<file path="config.mk">
export PLATFORM = sky130hd
export DESIGN_NAME = msb_first_field_unpacker
export DESIGN_NICKNAME = d
export VERILOG_FILES = /design/src/design/mffu_pkg.sv /design/src/design/mffu_regs.sv /design/src/design/mffu_ctrl.sv /design/src/design/mffu_dp.sv /design/src/design/msb_first_field_unpacker.sv
export SDC_FILE = /design/constraint.sdc
export NUM_CORES = 1
export LEC_CHECK = 0
export BUFFER_PORTS_ARGS = -buffer_cell sky130_fd_sc_hd__clkbuf_2
export CELL_PAD_IN_SITES_DETAIL_PLACEMENT = 1
export CELL_PAD_IN_SITES_GLOBAL_PLACEMENT = 1
export CORE_ASPECT_RATIO = 0.8
export CORE_MARGIN = 2
export CORE_UTILIZATION = 44
export DETAILED_ROUTE_END_ITERATION = 8
export PLACE_DENSITY_LB_ADDON = 0.1
export SLEW_MARGIN = 15
export SYNTH_ARGS = -nofsm -noshare
export SYNTH_HDL_FRONTEND = slang
export SYNTH_HIERARCHICAL = 1
export SYNTH_SLANG_ARGS = --single-unit
export TNS_END_PERCENT = 1
</file>
<file path="constraint.sdc">
create_clock -name clk -period 6 [get_ports clk]
set_input_delay 0.3 -clock clk [delete_from_list [all_inputs] [get_ports clk]]
set_output_delay 0.3 -clock clk [all_outputs]
set_load 0.05 [all_outputs]
</file>
<file path="src/design/mffu_pkg.sv">
package mffu_pkg;

  // Widths of stream, fields and state
  localparam int WORD_W          = 32;
  localparam int FIELD_W         = 16;
  localparam int MAX_FIELD_WIDTH = 16;
  localparam int CNT_W           = 8;
  localparam int WSEL_W          = 5;
  localparam int BUF_W           = 48;
  localparam int HELD_W          = 6;
  localparam int ADDR_W          = 5;
  localparam int DATA_W          = 32;

  // Register indexes (paddr[4:2])
  localparam logic [2:0] REG_WIDTH_A = 3'd0;
  localparam logic [2:0] REG_COUNT_A = 3'd1;
  localparam logic [2:0] REG_WIDTH_B = 3'd2;
  localparam logic [2:0] REG_COUNT_B = 3'd3;
  localparam logic [2:0] REG_SLOT    = 3'd4;

  // Reset values of the registers
  localparam logic [WSEL_W-1:0] WIDTH_A_RST = 5'd12;
  localparam logic [CNT_W-1:0]  COUNT_A_RST = 8'd63;
  localparam logic [WSEL_W-1:0] WIDTH_B_RST = 5'd2;
  localparam logic [CNT_W-1:0]  COUNT_B_RST = 8'd63;

  typedef struct packed {
    logic [WSEL_W-1:0] width_a;
    logic [CNT_W-1:0]  count_a;
    logic [WSEL_W-1:0] width_b;
    logic [CNT_W-1:0]  count_b;
    logic [CNT_W-1:0]  record_slot;
  } cfg_t;

  // Controller to datapath
  typedef struct packed {
    logic load;   // take the accepted word into the bit buffer
    logic step;   // extract one field into the output register
  } dp_cmd_t;

  // Datapath to controller
  typedef struct packed {
    logic out_free;   // output register can take a field this cycle
    logic empty_rec;  // both counts are zero
    logic last;       // the field extracted now ends this word's work
  } dp_stat_t;

  typedef enum logic {
    ST_IDLE,
    ST_EXTRACT
  } state_t;

  // Width 0 acts as 1, widths above the maximum saturate
  function automatic logic [WSEL_W-1:0] eff_width(input logic [WSEL_W-1:0] w);
    logic [WSEL_W-1:0] r;
    if (w == '0) begin
      r = WSEL_W'(1);
    end else if (w > WSEL_W'(MAX_FIELD_WIDTH)) begin
      r = WSEL_W'(MAX_FIELD_WIDTH);
    end else begin
      r = w;
    end
    return r;
  endfunction

endpackage

</file>
<file path="src/design/mffu_regs.sv">
module mffu_regs
  import mffu_pkg::*;
(
  input  logic              clk,
  input  logic              rst,
  input  logic              psel,
  input  logic              penable,
  input  logic              pwrite,
  input  logic [ADDR_W-1:0] paddr,
  input  logic [DATA_W-1:0] pwdata,
  output logic [DATA_W-1:0] prdata,
  output logic              pready,
  output cfg_t              cfg,
  output logic              restart
);

  logic       wr_en;
  logic [2:0] idx;

  assign pready = 1'b1;
  assign wr_en  = psel && penable && pwrite;
  assign idx    = paddr[4:2];

  // Register writes
  always_ff @(posedge clk) begin
    if (rst) begin
      cfg.width_a     <= WIDTH_A_RST;
      cfg.count_a     <= COUNT_A_RST;
      cfg.width_b     <= WIDTH_B_RST;
      cfg.count_b     <= COUNT_B_RST;
      cfg.record_slot <= '0;
    end else if (wr_en) begin
      case (idx)
        REG_WIDTH_A: cfg.width_a     <= pwdata[WSEL_W-1:0];
        REG_COUNT_A: cfg.count_a     <= pwdata[CNT_W-1:0];
        REG_WIDTH_B: cfg.width_b     <= pwdata[WSEL_W-1:0];
        REG_COUNT_B: cfg.count_b     <= pwdata[CNT_W-1:0];
        REG_SLOT:    cfg.record_slot <= pwdata[CNT_W-1:0];
        default: ;
      endcase
    end
  end

  // Shape writes abandon the record in progress
  always_comb begin
    restart = 1'b0;
    if (wr_en) begin
      case (idx)
        REG_WIDTH_A, REG_COUNT_A, REG_WIDTH_B, REG_COUNT_B: restart = 1'b1;
        default: restart = 1'b0;
      endcase
    end
  end

  // Read decode
  always_comb begin
    unique case (idx)
      REG_WIDTH_A: prdata = DATA_W'(cfg.width_a);
      REG_COUNT_A: prdata = DATA_W'(cfg.count_a);
      REG_WIDTH_B: prdata = DATA_W'(cfg.width_b);
      REG_COUNT_B: prdata = DATA_W'(cfg.count_b);
      REG_SLOT:    prdata = DATA_W'(cfg.record_slot);
      default:     prdata = '0;
    endcase
  end

endmodule

</file>
<file path="src/design/mffu_ctrl.sv">
module mffu_ctrl
  import mffu_pkg::*;
(
  input  logic     clk,
  input  logic     rst,
  input  logic     in_valid,
  output logic     in_stall,
  input  dp_stat_t stat,
  output dp_cmd_t  cmd
);

  state_t state, state_next;

  always_ff @(posedge clk) begin
    if (rst) begin
      state <= ST_IDLE;
    end else begin
      state <= state_next;
    end
  end

  // Next state and datapath commands
  always_comb begin
    state_next = state;
    cmd        = '0;
    in_stall   = 1'b1;
    unique case (state)
      ST_IDLE: begin
        in_stall = 1'b0;
        if (in_valid) begin
          cmd.load = 1'b1;
          if (!stat.empty_rec) begin
            state_next = ST_EXTRACT;
          end
        end
      end
      ST_EXTRACT: begin
        if (stat.out_free) begin
          cmd.step = 1'b1;
          if (stat.last) begin
            state_next = ST_IDLE;
          end
        end
      end
      default: state_next = ST_IDLE;
    endcase
  end

endmodule

</file>
<file path="src/design/mffu_dp.sv">
module mffu_dp
  import mffu_pkg::*;
(
  input  logic               clk,
  input  logic               rst,
  input  cfg_t               cfg,
  input  logic               restart,
  input  dp_cmd_t            cmd,
  output dp_stat_t           stat,
  input  logic [WORD_W-1:0]  word,
  output logic               out_valid,
  input  logic               out_stall,
  output logic [FIELD_W-1:0] field_value,
  output logic               section,
  output logic [CNT_W-1:0]   field_index,
  output logic [CNT_W-1:0]   slot,
  output logic               last,
  output logic               record_done
);

  logic [BUF_W-1:0]  bit_buffer;
  logic [HELD_W-1:0] bits_held;
  logic              in_section_b;
  logic [CNT_W-1:0]  field_count;

  logic [WSEL_W-1:0] w_cur, w_next, w_b;
  logic [CNT_W-1:0]  cnt_cur;
  logic [HELD_W-1:0] held_new;
  logic [BUF_W-1:0]  shifted, buf_masked;
  logic [FIELD_W-1:0] val;
  logic [CNT_W:0]    fc_inc;
  logic              sec_end, to_b, done, is_last;

  // Field extraction from the top of the held bits
  always_comb begin
    w_b        = eff_width(cfg.width_b);
    w_cur      = in_section_b ? w_b : eff_width(cfg.width_a);
    cnt_cur    = in_section_b ? cfg.count_b : cfg.count_a;
    held_new   = bits_held - HELD_W'(w_cur);
    shifted    = bit_buffer >> held_new;
    val        = shifted[FIELD_W-1:0] & ~({FIELD_W{1'b1}} << w_cur);
    buf_masked = bit_buffer & ~({BUF_W{1'b1}} << held_new);
    fc_inc     = {1'b0, field_count} + (CNT_W+1)'(1);
    sec_end    = fc_inc >= {1'b0, cnt_cur};
    to_b       = sec_end && !in_section_b && (cfg.count_b != '0);
    done       = sec_end && !to_b;
    w_next     = to_b ? w_b : w_cur;
    is_last    = done || (held_new < HELD_W'(w_next));
  end

  assign stat.out_free  = !out_valid || !out_stall;
  assign stat.empty_rec = (cfg.count_a == '0) && (cfg.count_b == '0);
  assign stat.last      = is_last;

  // Record state
  always_ff @(posedge clk) begin
    if (rst || restart) begin
      bit_buffer   <= '0;
      bits_held    <= '0;
      in_section_b <= 1'b0;
      field_count  <= '0;
    end else if (cmd.load) begin
      if (stat.empty_rec) begin
        bit_buffer   <= '0;
        bits_held    <= '0;
        in_section_b <= 1'b0;
        field_count  <= '0;
      end else begin
        bit_buffer <= {bit_buffer[BUF_W-WORD_W-1:0], word};
        bits_held  <= bits_held + HELD_W'(WORD_W);
        // empty section A is skipped at the first word
        if (!in_section_b && (field_count >= cfg.count_a)) begin
          in_section_b <= 1'b1;
          field_count  <= '0;
        end
      end
    end else if (cmd.step) begin
      if (done) begin
        bit_buffer   <= '0;
        bits_held    <= '0;
        in_section_b <= 1'b0;
        field_count  <= '0;
      end else begin
        bit_buffer <= buf_masked;
        bits_held  <= held_new;
        if (to_b) begin
          in_section_b <= 1'b1;
          field_count  <= '0;
        end else begin
          field_count <= fc_inc[CNT_W-1:0];
        end
      end
    end
  end

  // Output register valid
  always_ff @(posedge clk) begin
    if (rst) begin
      out_valid <= 1'b0;
    end else if (cmd.step) begin
      out_valid <= 1'b1;
    end else if (!out_stall) begin
      out_valid <= 1'b0;
    end
  end

  // Output beat payload
  always_ff @(posedge clk) begin
    if (cmd.step) begin
      field_value <= val;
      section     <= in_section_b;
      field_index <= field_count;
      slot        <= cfg.record_slot;
      last        <= is_last;
      record_done <= done;
    end
  end

endmodule

</file>
<file path="src/design/msb_first_field_unpacker.sv">
// MSB-first field unpacker.
// Input channel: in_valid / in_stall with one 32-bit stream word per beat.
// Output channel: out_valid / out_stall with one unpacked field per beat,
// carrying field_value, section, field_index, slot, last and record_done.
// Each word yields every field it completes, in stream order; last marks the
// final field of that word and record_done the final field of the record.
// Leftover bits after record_done are dropped; the next word starts a record.
// Flow: a word is loaded into the bit buffer, then the extraction loop emits
// one field per cycle into the output register while the output is free, so
// a word stays in the block until all of its fields (up to 32 for 1-bit fields,
// sixteen for 2-bit) are extracted. No new word is taken during extraction.
// A word is accepted while the previous last field still waits at the output.
// When the receiver stalls, the output register holds its beat and extraction
// pauses. A word with both counts zero is dropped with no output beat.
// Reset (rst, synchronous) restores the default register values and clears
// the bit buffer; writing any width or count register also clears it.
// Configuration: APB registers at 0x0 width_a, 0x4 count_a, 0x8 width_b,
// 0xC count_b, 0x10 record_slot.
module msb_first_field_unpacker
  import mffu_pkg::*;
(
  input  logic               clk,
  input  logic               rst,
  input  logic               psel,
  input  logic               penable,
  input  logic               pwrite,
  input  logic [ADDR_W-1:0]  paddr,
  input  logic [DATA_W-1:0]  pwdata,
  output logic [DATA_W-1:0]  prdata,
  output logic               pready,
  input  logic               in_valid,
  output logic               in_stall,
  input  logic [WORD_W-1:0]  word,
  output logic               out_valid,
  input  logic               out_stall,
  output logic [FIELD_W-1:0] field_value,
  output logic               section,
  output logic [CNT_W-1:0]   field_index,
  output logic [CNT_W-1:0]   slot,
  output logic               last,
  output logic               record_done
);

  cfg_t     cfg;
  logic     restart;
  dp_cmd_t  cmd;
  dp_stat_t stat;

  mffu_regs u_regs (
    .clk     (clk),
    .rst     (rst),
    .psel    (psel),
    .penable (penable),
    .pwrite  (pwrite),
    .paddr   (paddr),
    .pwdata  (pwdata),
    .prdata  (prdata),
    .pready  (pready),
    .cfg     (cfg),
    .restart (restart)
  );

  mffu_ctrl u_ctrl (
    .clk      (clk),
    .rst      (rst),
    .in_valid (in_valid),
    .in_stall (in_stall),
    .stat     (stat),
    .cmd      (cmd)
  );

  mffu_dp u_dp (
    .clk         (clk),
    .rst         (rst),
    .cfg         (cfg),
    .restart     (restart),
    .cmd         (cmd),
    .stat        (stat),
    .word        (word),
    .out_valid   (out_valid),
    .out_stall   (out_stall),
    .field_value (field_value),
    .section     (section),
    .field_index (field_index),
    .slot        (slot),
    .last        (last),
    .record_done (record_done)
  );

endmodule

</file>
==> qor.yml <==
sta:
  slew_headroom_pct: 46.1
  min_period_ps: 4480
  hold_viol: 0
  tightest_slew_ps: 808
  finalSetupTns_ps: 0
  finalCritPeriodShare_pct: 74.7
  finalSetupViolations: 0
  rsz0062_at_grt: "false"
  clock.fmax_ghz: 0.223
  timing.hold.ws_ps: 72.6
  slew_violations: 0
  fin_skew_ps: 13.0
clock_network:
  ctsResizeCount: 0
  cts_hold_buf: 0
  postCtsSetupBuffers: 0
  cts.htree.levels: 4
  clk_latency_ps: 430
  cts_buffers: 17
  cts_root_buffer: "clkbuf_16"
  clkTransAtPathRegs_ps: 70
  cts_tree: "yes"
  cts_sinks: 134
  clk_path_buf_depth: 2
synthesis:
  syn_avg_cell_area_um2: 8.83
  ys.flop_type: "dfxtp_1"
  yosys.area.top_type_share_pct: 20.4
  netlist_area_um2: 9700
  synth-xor-area-share_pct: 1.01
  synthTopCellsByArea: "dfxtp_1 (20%), edfxtp_1 (11%), mux2i_1 (8.8%)"
  postSynthRegisterBits: 134
  synthCells: 1099
  muxShareOfSynthArea_pct: 17.4
  synthSimpleGateAreaFrac_pct: 17.7
  synth_top_family_by_area: "compound AO/OA/AOI/OAI gates"
  synth_fa_ha_area_share_pct: 3.56
  yosys.area.top_type: "dfxtp_1"
  ys_warn_count: 6
  async_reset_ff_share_pct: 0
  synthDistinctLibCells: 83
  synth_edf_count: 35
  synth-compound-area-share_pct: 21.1
  ys_seq_area_share_pct: 31.3
route:
  routedWlPerCell_um: 22.8
  route.detailed.drc: 0
  viasPerCell: 6.15
  drtIter0Drc: 775
  drt_pass1_iterations: 6
  wirelength_um: 32700
  vias: 8815
  postRouteAntennaNets: 0
placed_design:
  io_buffers: 94
  routabilityCongestion: 0.920
  dp_hpwl_um: 23600
worst_hold_path:
  hp-class: "in -> reg"
finish:
  multiInputGateArea_um2: 6000
  final_cell_mix: "nand2_1 (110), nor2_1 (101), dfxtp_1 (98), clkbuf_2 (94), mux2i_1 (85)"
  fillers: 2580
  areaGrowthSynthToFinish_pct: 10.3
  final_nets: 1248
  drive_above_1_share_pct: 20.7
  register_area_um2: 3030
  final_common_cell: "nand2_1"
  n_antenna_cell: 0
global_route:
  grt_pass1_vias: 8449
  grtUsageTotal_pct: 28.5
  gr-total-overflow: 0
  antenna_found_initial: 0
  grt_max_degree: 66
  grt_pass1_wl_um: 50500
critical_path:
  cp-start-kind: "flip-flop"
  startpoint: "u_dp/field_count[0]$_SDFFE_PP0P_"
  critPathKind: "reg -> reg"
  worstReg2RegStart: "u_dp/field_count[0]$_SDFFE_PP0P_"
  crit_path_max_fanout: 7
  worstSetupEndpoint: "u_ctrl/state$_SDFF_PP0_"
  reg2reg_slack_ps: 1520
  regToRegEndpoint: "u_ctrl/state$_SDFF_PP0_"
  r2r_cells: 18
  critPathCaptureType: "flip-flop"
  arrival_ps: 4780
  crit_required_ps: 6300
outcome:
  status: "completed"
power:
  p_int_mw: 1.94
  netSwitchingFraction_pct: 38.0
  finalPower_mw: 3.13
  p_leak_nw: 4.52
  seq_power_share_pct: 33.0
  combPwrFrac_pct: 31.9
  netSwitchingPower_mw: 1.19
  p_clk_share_pct: 35.0
  powerDensity_nw_per_um2: 293
  vdd_drop_max_v: 0.000167
run:
  maxCapViolCount: 0
die:
  core_um2: 21600
  start_util_pct: 44.9
  die_w_um: 170
  row_count: 48
  dieHeight_um: 137
  die-area_um2: 23300
  ios: 146
==> logic make-up after synthesis <==
| group | count (synthesis) |
|---|---|
| adder cells (fa/ha/maj) | 27 |
| AND/OR/NAND/NOR | 358 |
| AO/OA/AOI/OAI | 298 |
| buffers and inverters | 138 |
| flip-flops | 134 |
| multiplexers | 136 |
| other | 2 |
| XOR/XNOR | 6 |
==> flip-flops by register name (all words and copies together) (netlist names) <==
register           flops
u_ctrl/state           1
u_regs/cfg            34
u_dp/bit_buffer       48
u_dp/record_done       1
u_dp/field_count       8
u_dp/out_valid         1
u_dp/section           1
u_dp/in_section_b      1
u_dp/field_value      16
u_dp/last              1
u_dp/field_index       8
u_dp/bits_held         6
u_dp/slot              8
==> synthesized netlist by cell type, drive strengths merged (26+ instances only) <==
library cell,count
dfxtp,99
mux2,28
buf,78
nand2b,41
mux2i,85
nand2,112
o21ai,79
a21oi,64
clkbuf,30
nor2,103
ha,26
edfxtp,35
inv,30
==> area by class of cell <==
cell class | count | area share, %
clock buffers | 20 | 4.28
clock inverters | 12 | 1.32
inverters | 30 | 1.05
multi-input cells | 850 | 56.1
flip-flops and latches | 134 | 28.4
well taps | 275 | 3.22
repair buffers | 112 | 5.66
==> per-stage QoR <==
step	util, %	instance area (um^2)	instances	setup slack [ps]
6_report	49.5	10700	1433	1520
5_1_grt	49.5	10700	1433	1300
4_1_cts	49.5	10700	1433	1270
3_5_place_dp	46.7	10100	1401	1290
3_3_place_gp	46.7	10100	1401	1350
2_1_floorplan	-	9790	1122	1780
==> power groups by stage <==
| stage | sequential (mW) | combinational, mW | clock, mW |
|---|---|---|---|
| floorplan | 1.10 | 0.719 | 0 |
| global placement | 1.05 | 0.978 | 0 |
| detailed placement | 1.05 | 0.985 | 0 |
| CTS | 1.03 | 0.991 | 1.11 |
| global route | 1.04 | 1.07 | 1.15 |
| finish | 1.04 | 1.00 | 1.10 |
==> worst min-delay path by stage <==
stage                                    start                                to  slack, ps  depth (start not counted)
finish                                word[25]  u_dp/bit_buffer[25]$_SDFFE_PP0P_         70                          2
floorplan                                  rst           u_ctrl/state$_SDFF_PP0_        360                          1
global placement    u_regs/cfg[7]$_SDFFE_PP0P_            u_dp/slot[7]$_DFFE_PP_        450                          0
global route                          word[25]  u_dp/bit_buffer[25]$_SDFFE_PP0P_         80                          2
CTS                                   word[25]  u_dp/bit_buffer[25]$_SDFFE_PP0P_         60                          2
detailed placement  u_regs/cfg[5]$_SDFFE_PP0P_            u_dp/slot[5]$_DFFE_PP_        450                          0
==> critical path, cell delays in order (launching register included) <==
cell and delay (ps):
dfxtp_1 480, ha_1 330, and3_1 270, nand3_1 110, nand2_1 90, nand2_1 50
ha_1 280, and4_1 180, o21ai_0 130, o21a_1 250, nor2_1 530, mux2i_1 280
ha_1 270, a21o_1 160, a21o_1 170, a21oi_1 290, a31o_2 270, a21bo_2 150
a21oi_2 40
==> layer usage <==
| metal | vias up | share of wire, % | GRT usage, % |
|---|---|---|---|
| met5 | - | 0 | 0 |
| met4 | 0 | 1.4 | 6.84 |
| met3 | 32 | 8.1 | 5.55 |
| met2 | 320 | 41 | 40.5 |
| met1 | 4356 | 49 | 44.0 |
| li1 | 4107 | - | - |
(Power assumes the default switching activity.)
